<file path="src/sv/nit_pkg.sv">
// Shared types and constants for the NEC infrared transmitter.
package nit_pkg;

  localparam int DATA_WIDTH_DEF = 32;
  localparam int DATA_BITS      = 32;
  localparam int COUNT_BITS     = 6;
  localparam int CFG_INDEX_BITS = 3;
  localparam int CFG_DATA_BITS  = 16;

  localparam logic        INVERT_RESET       = 1'b1;
  localparam logic [15:0] HALF_PERIOD_RESET  = 16'd13;
  localparam logic [15:0] HDR_MARK_RESET     = 16'd9000;
  localparam logic [15:0] HDR_SPACE_RESET    = 16'd4500;
  localparam logic [15:0] BIT_MARK_RESET     = 16'd560;
  localparam logic [15:0] ONE_SPACE_RESET    = 16'd1690;
  localparam logic [15:0] ZERO_SPACE_RESET   = 16'd560;

  typedef enum logic [CFG_INDEX_BITS-1:0] {
    REG_INVERT,
    REG_HALF_PERIOD,
    REG_HDR_MARK,
    REG_HDR_SPACE,
    REG_BIT_MARK,
    REG_ONE_SPACE,
    REG_ZERO_SPACE
  } nit_reg_t;

  typedef enum logic {
    REQ_TICK,
    REQ_SEND
  } nit_req_t;

  typedef struct packed {
    logic        invert_level;
    logic [15:0] carrier_half_period;
    logic [15:0] header_mark_ticks;
    logic [15:0] header_space_ticks;
    logic [15:0] bit_mark_ticks;
    logic [15:0] one_space_ticks;
    logic [15:0] zero_space_ticks;
  } nit_cfg_t;

endpackage

</file>
<file path="src/sv/nec_ir_transmitter.sv">
// Top level of the NEC infrared transmitter.
// Each input item is either one timer tick or a send request, and each gives exactly one
// result item with the pin level, the busy flag and a done flag. A tick item is taken every
// cycle while results are taken and no empty phase is being skipped; with the queue empty,
// it is first written into a queue entry and its result is then registered in the output
// register. A two-entry queue separates input acceptance from the frame engine, so up to
// two items are held there while a result waits to be taken; beyond that the input stalls.
// Where phases of length zero are skipped, the frame engine skips each one in a step of its
// own, taking no new item meanwhile, before the item's result is produced.
module nec_ir_transmitter #(
  parameter int DATA_WIDTH = nit_pkg::DATA_WIDTH_DEF
) (
  input  logic                                 clk,
  input  logic                                 rst,
  input  logic                                 cfg_write,
  input  logic [nit_pkg::CFG_INDEX_BITS-1:0]   cfg_index,
  input  logic [nit_pkg::CFG_DATA_BITS-1:0]    cfg_data,
  input  logic                                 in_valid,
  output logic                                 in_stall,
  input  logic                                 req_type,
  input  logic [nit_pkg::DATA_BITS-1:0]        data,
  input  logic [nit_pkg::COUNT_BITS-1:0]       bit_count,
  output logic                                 out_valid,
  input  logic                                 out_stall,
  output logic                                 ir_out,
  output logic                                 busy_res,
  output logic                                 done_res
);
  import nit_pkg::*;

  localparam int CW = $clog2(DATA_WIDTH + 1);
  localparam int EW = 1 + DATA_WIDTH + CW;

  nit_cfg_t              cfg;
  nit_req_t              f_kind;
  logic [DATA_WIDTH-1:0] f_word;
  logic [CW-1:0]         f_count;
  logic                  q_ready;
  logic                  q_valid;
  logic                  q_pop;
  logic [EW-1:0]         q_data;
  nit_req_t              q_kind;

  assign in_stall = !q_ready;
  assign q_kind   = nit_req_t'(q_data[EW-1]);

  nit_cfg u_cfg (
    .clk       (clk),
    .rst       (rst),
    .cfg_write (cfg_write),
    .cfg_index (cfg_index),
    .cfg_data  (cfg_data),
    .cfg       (cfg)
  );

  nit_front #(.DATA_WIDTH(DATA_WIDTH)) u_front (
    .req_type   (req_type),
    .data       (data),
    .bit_count  (bit_count),
    .item_kind  (f_kind),
    .item_word  (f_word),
    .item_count (f_count)
  );

  nit_queue #(.WIDTH(EW)) u_queue (
    .clk        (clk),
    .rst        (rst),
    .push_valid (in_valid),
    .push_ready (q_ready),
    .push_data  ({f_kind, f_word, f_count}),
    .pop_valid  (q_valid),
    .pop        (q_pop),
    .pop_data   (q_data)
  );

  nit_back #(.DATA_WIDTH(DATA_WIDTH)) u_back (
    .clk        (clk),
    .rst        (rst),
    .cfg        (cfg),
    .item_valid (q_valid),
    .item_pop   (q_pop),
    .item_kind  (q_kind),
    .item_word  (q_data[EW-2:CW]),
    .item_count (q_data[CW-1:0]),
    .out_valid  (out_valid),
    .out_stall  (out_stall),
    .ir_out     (ir_out),
    .busy_res   (busy_res),
    .done_res   (done_res)
  );

endmodule

</file>
<file path="src/sv/nit_cfg.sv">
// Configuration register bank of the NEC infrared transmitter.
module nit_cfg (
  input  logic                                 clk,
  input  logic                                 rst,
  input  logic                                 cfg_write,
  input  logic [nit_pkg::CFG_INDEX_BITS-1:0]   cfg_index,
  input  logic [nit_pkg::CFG_DATA_BITS-1:0]    cfg_data,
  output nit_pkg::nit_cfg_t                    cfg
);
  import nit_pkg::*;

  always_ff @(posedge clk) begin
    if (rst) begin
      cfg.invert_level        <= INVERT_RESET;
      cfg.carrier_half_period <= HALF_PERIOD_RESET;
      cfg.header_mark_ticks   <= HDR_MARK_RESET;
      cfg.header_space_ticks  <= HDR_SPACE_RESET;
      cfg.bit_mark_ticks      <= BIT_MARK_RESET;
      cfg.one_space_ticks     <= ONE_SPACE_RESET;
      cfg.zero_space_ticks    <= ZERO_SPACE_RESET;
    end else if (cfg_write) begin
      case (cfg_index)
        REG_INVERT:      cfg.invert_level        <= cfg_data[0];
        REG_HALF_PERIOD: cfg.carrier_half_period <= cfg_data;
        REG_HDR_MARK:    cfg.header_mark_ticks   <= cfg_data;
        REG_HDR_SPACE:   cfg.header_space_ticks  <= cfg_data;
        REG_BIT_MARK:    cfg.bit_mark_ticks      <= cfg_data;
        REG_ONE_SPACE:   cfg.one_space_ticks     <= cfg_data;
        REG_ZERO_SPACE:  cfg.zero_space_ticks    <= cfg_data;
        default: ;
      endcase
    end
  end

endmodule

</file>
<file path="src/sv/nit_front.sv">
// Front end: classifies each input item and normalizes its payload.
module nit_front #(
  parameter int DATA_WIDTH = nit_pkg::DATA_WIDTH_DEF
) (
  input  logic                                 req_type,
  input  logic [nit_pkg::DATA_BITS-1:0]        data,
  input  logic [nit_pkg::COUNT_BITS-1:0]       bit_count,
  output nit_pkg::nit_req_t                    item_kind,
  output logic [DATA_WIDTH-1:0]                item_word,
  output logic [$clog2(DATA_WIDTH+1)-1:0]      item_count
);
  import nit_pkg::*;

  localparam int CW = $clog2(DATA_WIDTH + 1);

  always_comb begin
    item_kind = req_type ? REQ_SEND : REQ_TICK;
    item_word = DATA_WIDTH'(data);
    if (int'(bit_count) > DATA_WIDTH) begin
      item_count = CW'(DATA_WIDTH);
    end else begin
      item_count = CW'(bit_count);
    end
  end

endmodule

</file>
<file path="src/sv/nit_queue.sv">
// Two-entry item queue between the front end and the frame engine.
module nit_queue #(
  parameter int WIDTH = 8
) (
  input  logic             clk,
  input  logic             rst,
  input  logic             push_valid,
  output logic             push_ready,
  input  logic [WIDTH-1:0] push_data,
  output logic             pop_valid,
  input  logic             pop,
  output logic [WIDTH-1:0] pop_data
);
  import nit_pkg::*;

  logic [WIDTH-1:0] mem [2];
  logic             wr_ptr;
  logic             rd_ptr;
  logic [1:0]       fill;
  logic             do_push;
  logic             do_pop;

  assign push_ready = (fill != 2'd2);
  assign pop_valid  = (fill != 2'd0);
  assign pop_data   = mem[rd_ptr];
  assign do_push    = push_valid && push_ready;
  assign do_pop     = pop && pop_valid;

  always_ff @(posedge clk) begin
    if (do_push) begin
      mem[wr_ptr] <= push_data;
    end
  end

  always_ff @(posedge clk) begin
    if (rst) begin
      wr_ptr <= 1'b0;
      rd_ptr <= 1'b0;
      fill   <= 2'd0;
    end else begin
      if (do_push) begin
        wr_ptr <= ~wr_ptr;
      end
      if (do_pop) begin
        rd_ptr <= ~rd_ptr;
      end
      if (do_push && !do_pop) begin
        fill <= fill + 2'd1;
      end else if (do_pop && !do_push) begin
        fill <= fill - 2'd1;
      end
    end
  end

endmodule

</file>
<file path="src/sv/nit_back.sv">
// Frame engine: phase sequencing, carrier generation and the result register.
module nit_back #(
  parameter int DATA_WIDTH = nit_pkg::DATA_WIDTH_DEF
) (
  input  logic                                 clk,
  input  logic                                 rst,
  input  nit_pkg::nit_cfg_t                    cfg,
  input  logic                                 item_valid,
  output logic                                 item_pop,
  input  nit_pkg::nit_req_t                    item_kind,
  input  logic [DATA_WIDTH-1:0]                item_word,
  input  logic [$clog2(DATA_WIDTH+1)-1:0]      item_count,
  output logic                                 out_valid,
  input  logic                                 out_stall,
  output logic                                 ir_out,
  output logic                                 busy_res,
  output logic                                 done_res
);
  import nit_pkg::*;

  localparam int CW = $clog2(DATA_WIDTH + 1);

  typedef enum logic [2:0] {
    PH_IDLE,
    PH_HDR_MARK,
    PH_HDR_SPACE,
    PH_BIT_MARK,
    PH_BIT_SPACE,
    PH_TRAIL_MARK
  } phase_t;

  typedef struct packed {
    phase_t                p;
    logic [DATA_WIDTH-1:0] w;
    logic [CW-1:0]         n;
  } step_t;

  function automatic logic is_mark(phase_t p);
    return (p == PH_HDR_MARK) || (p == PH_BIT_MARK) || (p == PH_TRAIL_MARK);
  endfunction

  function automatic logic [15:0] phase_len(phase_t p, logic top, nit_cfg_t c);
    logic [15:0] len;
    case (p)
      PH_HDR_MARK:   len = c.header_mark_ticks;
      PH_HDR_SPACE:  len = c.header_space_ticks;
      PH_BIT_MARK:   len = c.bit_mark_ticks;
      PH_TRAIL_MARK: len = c.bit_mark_ticks;
      PH_BIT_SPACE:  len = top ? c.one_space_ticks : c.zero_space_ticks;
      default:       len = 16'd0;
    endcase
    return len;
  endfunction

  function automatic step_t follow(step_t s);
    step_t r;
    r = s;
    case (s.p)
      PH_HDR_MARK:  r.p = PH_HDR_SPACE;
      PH_HDR_SPACE: r.p = (s.n != '0) ? PH_BIT_MARK : PH_TRAIL_MARK;
      PH_BIT_MARK:  r.p = PH_BIT_SPACE;
      PH_BIT_SPACE: begin
        r.w = s.w << 1;
        r.n = (s.n != '0) ? (s.n - CW'(1)) : s.n;
        r.p = (r.n != '0) ? PH_BIT_MARK : PH_TRAIL_MARK;
      end
      default:      r.p = PH_IDLE;
    endcase
    return r;
  endfunction

  phase_t                phase, phase_next;
  logic [15:0]           dur, dur_next;
  logic [15:0]           car, car_next;
  logic [DATA_WIDTH-1:0] shift, shift_next;
  logic [CW-1:0]         bits, bits_next;
  logic                  pin, pin_next;
  logic                  walk, walk_next;

  logic        out_free;
  logic        emit;
  logic        done;
  logic        do_enter;
  step_t       cur;
  step_t       src;
  step_t       nxt;
  logic [15:0] dur_dec;
  logic [15:0] half;
  logic [16:0] car_sum;
  logic [15:0] len;

  always_comb begin
    phase_next = phase;
    dur_next   = dur;
    car_next   = car;
    shift_next = shift;
    bits_next  = bits;
    pin_next   = pin;
    walk_next  = walk;
    emit       = 1'b0;
    done       = 1'b0;
    do_enter   = 1'b0;
    item_pop   = 1'b0;
    out_free   = !out_valid || !out_stall;
    cur        = '{p: phase, w: shift, n: bits};
    src        = cur;
    nxt        = cur;
    dur_dec    = (dur != 16'd0) ? (dur - 16'd1) : dur;
    half       = (cfg.carrier_half_period == 16'd0) ? 16'd1 : cfg.carrier_half_period;
    car_sum    = {1'b0, car} + 17'd1;
    len        = 16'd0;

    if (out_free) begin
      if (walk) begin
        do_enter = 1'b1;
      end else if (item_valid) begin
        item_pop = 1'b1;
        if (item_kind == REQ_SEND) begin
          if (phase == PH_IDLE) begin
            do_enter = 1'b1;
            src      = '{p: PH_HDR_MARK, w: item_word, n: item_count};
          end else begin
            emit = 1'b1;
          end
        end else if (phase == PH_IDLE) begin
          emit = 1'b1;
        end else if (dur_dec == 16'd0) begin
          do_enter = 1'b1;
          src      = follow(cur);
        end else begin
          dur_next = dur_dec;
          emit     = 1'b1;
          if (pin || is_mark(phase)) begin
            if (car_sum >= {1'b0, half}) begin
              car_next = 16'd0;
              pin_next = ~pin;
            end else begin
              car_next = car_sum[15:0];
            end
          end
        end
      end

      if (do_enter) begin
        car_next   = 16'd0;
        shift_next = src.w;
        bits_next  = src.n;
        if (src.p == PH_IDLE) begin
          phase_next = PH_IDLE;
          dur_next   = 16'd0;
          pin_next   = 1'b0;
          done       = 1'b1;
          emit       = 1'b1;
          walk_next  = 1'b0;
        end else begin
          pin_next = is_mark(src.p);
          len      = phase_len(src.p, src.w[DATA_WIDTH-1], cfg);
          if (len != 16'd0) begin
            phase_next = src.p;
            dur_next   = len;
            emit       = 1'b1;
            walk_next  = 1'b0;
          end else begin
            nxt        = follow(src);
            phase_next = nxt.p;
            shift_next = nxt.w;
            bits_next  = nxt.n;
            walk_next  = 1'b1;
          end
        end
      end
    end
  end

  always_ff @(posedge clk) begin
    if (rst) begin
      phase     <= PH_IDLE;
      dur       <= 16'd0;
      car       <= 16'd0;
      shift     <= '0;
      bits      <= '0;
      pin       <= 1'b0;
      walk      <= 1'b0;
      out_valid <= 1'b0;
      ir_out    <= 1'b0;
      busy_res  <= 1'b0;
      done_res  <= 1'b0;
    end else begin
      phase <= phase_next;
      dur   <= dur_next;
      car   <= car_next;
      shift <= shift_next;
      bits  <= bits_next;
      pin   <= pin_next;
      walk  <= walk_next;
      if (out_free) begin
        out_valid <= emit;
        ir_out    <= pin_next ^ cfg.invert_level;
        busy_res  <= (phase_next != PH_IDLE);
        done_res  <= done;
      end
    end
  end

endmodule
</file>
<file path="config.mk">
export PLATFORM = sky130hd
export DESIGN_NAME = nec_ir_transmitter
export DESIGN_NICKNAME = d
export VERILOG_FILES = /design/src/sv/nit_pkg.sv /design/src/sv/nec_ir_transmitter.sv /design/src/sv/nit_cfg.sv /design/src/sv/nit_front.sv /design/src/sv/nit_queue.sv /design/src/sv/nit_back.sv
export SDC_FILE = /design/constraint.sdc
export NUM_CORES = 1
export LEC_CHECK = 0
export BUFFER_PORTS_ARGS = -buffer_cell sky130_fd_sc_hd__buf_2
export CAP_MARGIN = 5
export CORE_MARGIN = 2
export CORE_UTILIZATION = 65
export CTS_CLUSTER_SIZE = 8
export DETAILED_ROUTE_END_ITERATION = 8
export PLACE_DENSITY = 0.84
export SYNTH_ARGS = -nofsm -noshare
export SYNTH_HDL_FRONTEND = slang
export SYNTH_SLANG_ARGS = --single-unit
</file>
<file path="constraint.sdc">
create_clock -name clk -period 9.3 [get_ports clk]
set_clock_uncertainty 0.1 [all_clocks]
set_input_delay 0.93 -clock clk [delete_from_list [all_inputs] [get_ports clk]]
set_output_delay 0.93 -clock clk [all_outputs]
set_load 0.02 [all_outputs]
</file>
==> results.md <==
* IO Pins at 68
* Die area at 0.0223 mm^2
* Final instance area at 0.0152 mm^2
* WS Path Type: flop to flop
* Core Footprint at 0.0209 mm^2
* Worst Path Required at 9.62 ns
* Maximum clock rate at 146 MHz
* Startpoint types: flop
* Initial antenna violation count at 0
* HP Class: flop to flop
* Largest vdd supply drop at 0.235 mV
* Final worst path period share at 73.7%
* CP Capture Type: flop
* Leakage at 5.59 nW
* Worst path max stage delay at 0.64 ns
* Cell with the most instances on the worst path: or3b_1
* Vias in the first global route at 11523
* GRT Total Usage at 31.3%
* Worst reg2reg setup slack at 2.45 ns
* Row count at 53
* Slack of the critical path at 2.45 ns
* Post-CTS Setup Bufs at 0
* H-Tree Depth at 2
* Cts repair resizes at 0
* Number of synthesized flops with an enable pin at 78
* Vias per cell at 6.39
* Worst path cell trace: inv_1, ha_1, or3b_1, or2_2, a221oi_1, nand4_4, nor3_4, mux2_2, nand3_2, o2bb2ai_1, a221o_1, or4_4, nor4_4, buf_4, nand2_1, or3b_1, a311oi_1
* Ys flop type: dfxtp_1
* Clk slew on worst S/H paths at 0.05 ns
* Post-route ant nets at 0
* Port Buf Inserts at 67
* Power, Total at 4.85 mW
* Yosys warnings at 0
* Worst rel slew slack at 20.5%
* Post-synthesis sequential area ratio at 43.4%
* DR iter-0 viols at 1304
* Worst-margin pin slew at 1.19 ns
* Placed cell areas at 0.0141 mm^2
* Clk root buf: clkbuf_16
* Worst skew pair latency at 0.53 ns
* Syn Inst Count at 1643
* Drt pass-1 iters at 7
* NumNets Final at 1734
* Post-synth net total at 1728
* Critical path's top delay family: simple AND/OR/NAND/NOR gates
* Synth Area in XOR/XNOR at 1.53%
* Largest family of logic cells by synthesized area: simple AND/OR/NAND/NOR gates
* Residual DRC at 0
* Post-Synth Simple-Gate Area at 23.7%
* DIE WIDTH at 149 um
* TritonCTS Buffers at 38
* Fin util at 72.7%
* Detail Placement HPWL at 23100 um
* Power per standard cell area at 320 mW/mm^2
* Synth Register Bits at 259
* Synth unique cells at 75
* Tmin final at 6.85 ns
* Cts hold-fix bufs at 0
* GPL Wtd Cong at 0.935
* Final setup fails at 0
* Clk sinks at 259
* Wire per inst at 18.1 um
* Critical-path top delay cell: nand3_2
* Post-Synth Adder-Cell Area at 2.00%
* Die Span Y at 149 um
* Grt ovf at 0
* MaxCap Viol Count at 0
* Vias at 12401
* Worst Path Buf+Inv at 2
* Final Hold Viols at 0
* Synth Area in Compound Gates at 20.0%
* TNS Setup at 0 ns
* Slew Viols, Final at 0
* Layout cells sized above 1 at 10.2%
* Initial core utilization at 65.8%
* Syn Area/Cell at 8.37 um^2
* Ant. Diodes at 0
* CP Max Fanout at 45
* Synth-to-layout area growth at 10.5%
* Max Buffers Root-to-Sink at 3
* Share of flip-flops with an asynchronous set or reset at 0%
* Mux contribution to synthesized area at 5.03%
* Post-Synthesis Cell Area at 0.0137 mm^2
* Status: finished, final reports clean
* DP Worst Slack at 2.58 ns
* RSZ-0062 raised after global routing: no
* Worst Path Arrival at 7.17 ns
* Final WL at 35000 um
* Global-route wire length before repair at 57400 um
* Largest net degree at the start of global routing at 79
* CTS tree: built
-- worst paths after layout --
kind | start | end | depth (start not counted)
worst min-delay path | u_back.done_res | u_back.done_res | 2
worst max-delay path | u_back.dur[0] | u_back.bits[3] | 17
worst max register to register | u_back.dur[0] | u_back.bits[3] | 17
worst min register to register | u_back.done_res | u_back.done_res | 2
-- placed cells by master (no fill, tap or decap), types with 36 or more instances in the layout --
| cell type | instances |
|---|---|
| o21ai_0 | 73 |
| dfxtp_1 | 180 |
| edfxtp_1 | 78 |
| buf_2 | 66 |
| nor2_1 | 109 |
| nand2_1 | 307 |
| mux2i_1 | 58 |
| nand3b_1 | 36 |
| nor2b_1 | 42 |
| nor3_1 | 57 |
| a21oi_1 | 183 |
| clkbuf_16 | 39 |
| a211oi_1 | 38 |
-- metal layers --
layer | track usage [%] | routed length [um]
met1 | 42.9 | 15200
met2 | 50.0 | 16200
met3 | 5.09 | 2520
met4 | 11.8 | 1090
met5 | 0 | 0
-- cell usage after synthesis (3+ instances only) --
master / n / share of area (%)
nand2_1: 308 / 8.4
a21oi_1: 183 / 6.7
dfxtp_1: 181 / 26
nor2_1: 111 / 3.0
clkbuf_1: 101 / 2.8
edfxtp_1: 78 / 17
o21ai_0: 73 / 2.7
mux2i_1: 59 / 4.3
nor3_1: 58 / 2.1
nor2b_1: 42 / 1.9
a211oi_1: 38 / 2.1
nand3b_1: 36 / 2.0
o31ai_1: 32 / 1.7
inv_1: 30 / 0.82
nand3_1: 25 / 0.91
ha_1: 22 / 2.0
xor2_1: 20 / 1.3
nor4_1: 17 / 0.77
and3_1: 16 / 0.73
or3_1: 15 / 0.68
a221oi_1: 14 / 0.89
o2bb2ai_1: 12 / 0.76
nand2b_1: 10 / 0.46
a22oi_1: 9 / 0.49
mux2_2: 9 / 0.74
nand4_1: 9 / 0.41
o22ai_1: 9 / 0.41
or4_1: 9 / 0.49
a31oi_1: 8 / 0.36
buf_1: 8 / 0.22
or2_2: 8 / 0.36
o21a_1: 7 / 0.38
a211o_1: 6 / 0.38
a311oi_1: 6 / 0.38
a221o_1: 5 / 0.36
buf_2: 5 / 0.18
a21o_1: 4 / 0.22
buf_6: 4 / 0.33
o211ai_1: 4 / 0.22
xnor2_1: 4 / 0.25
nor3_2: 3 / 0.22
o31a_1: 3 / 0.19
o32ai_1: 3 / 0.19
-- power by group --
group,switching [mW],internal (mW)
Combinational,1.46,0.724
Clock,0.486,0.764
Sequential,0.114,1.31
-- sequential cells by signal (all words and copies together) (netlist names), 2 cells and up, named ones only --
signal,flops
u_back.phase,3
u_cfg.cfg,97
u_queue.fill,2
u_back.dur,16
u_back.bits,6
u_back.car,16
u_queue.mem,78
u_back.shift,32
-- cell families after synthesis --
logic type               count (synthesis)
AND/OR/NAND/NOR                        683
buffers and inverters                  148
XOR/XNOR                                24
multiplexers                            68
AO/OA/AOI/OAI                          439
flip-flops                             259
adder cells (fa/ha/maj)                 22
-- final cells by class --
| type | instances | area [um^2] |
|---|---|---|
| Sequential cell | 259 | 5970 |
| Inverter | 30 | 113 |
| Clock inverter | 2 | 36.3 |
| Fill cell | 1612 | 5700 |
| Clock buffer | 54 | 1030 |
| Multi-Input combinational cell | 1236 | 7230 |
| Timing Repair Buffer | 84 | 465 |
| Tap cell | 275 | 344 |
-- through the flow --
step           hold WS [ns]  cells
2_1_floorplan         0.333   1643
5_1_grt               0.363   1940
6_report              0.350   1940
3_5_place_dp          0.348   1884
4_1_cts               0.353   1940
3_3_place_gp          0.338   1884
-- worst register-to-register path, delay by kind of cell (launching register included) --
family	cells	cell delay, ns
AOI/OAI and AO/OA	4	1.30
adders and majority gates	1	0.20
buffers and inverters	2	0.55
DFF	1	0.33
muxes	1	0.46
and+or+nand+nor	9	3.83
(Power assumes the default switching activity.)
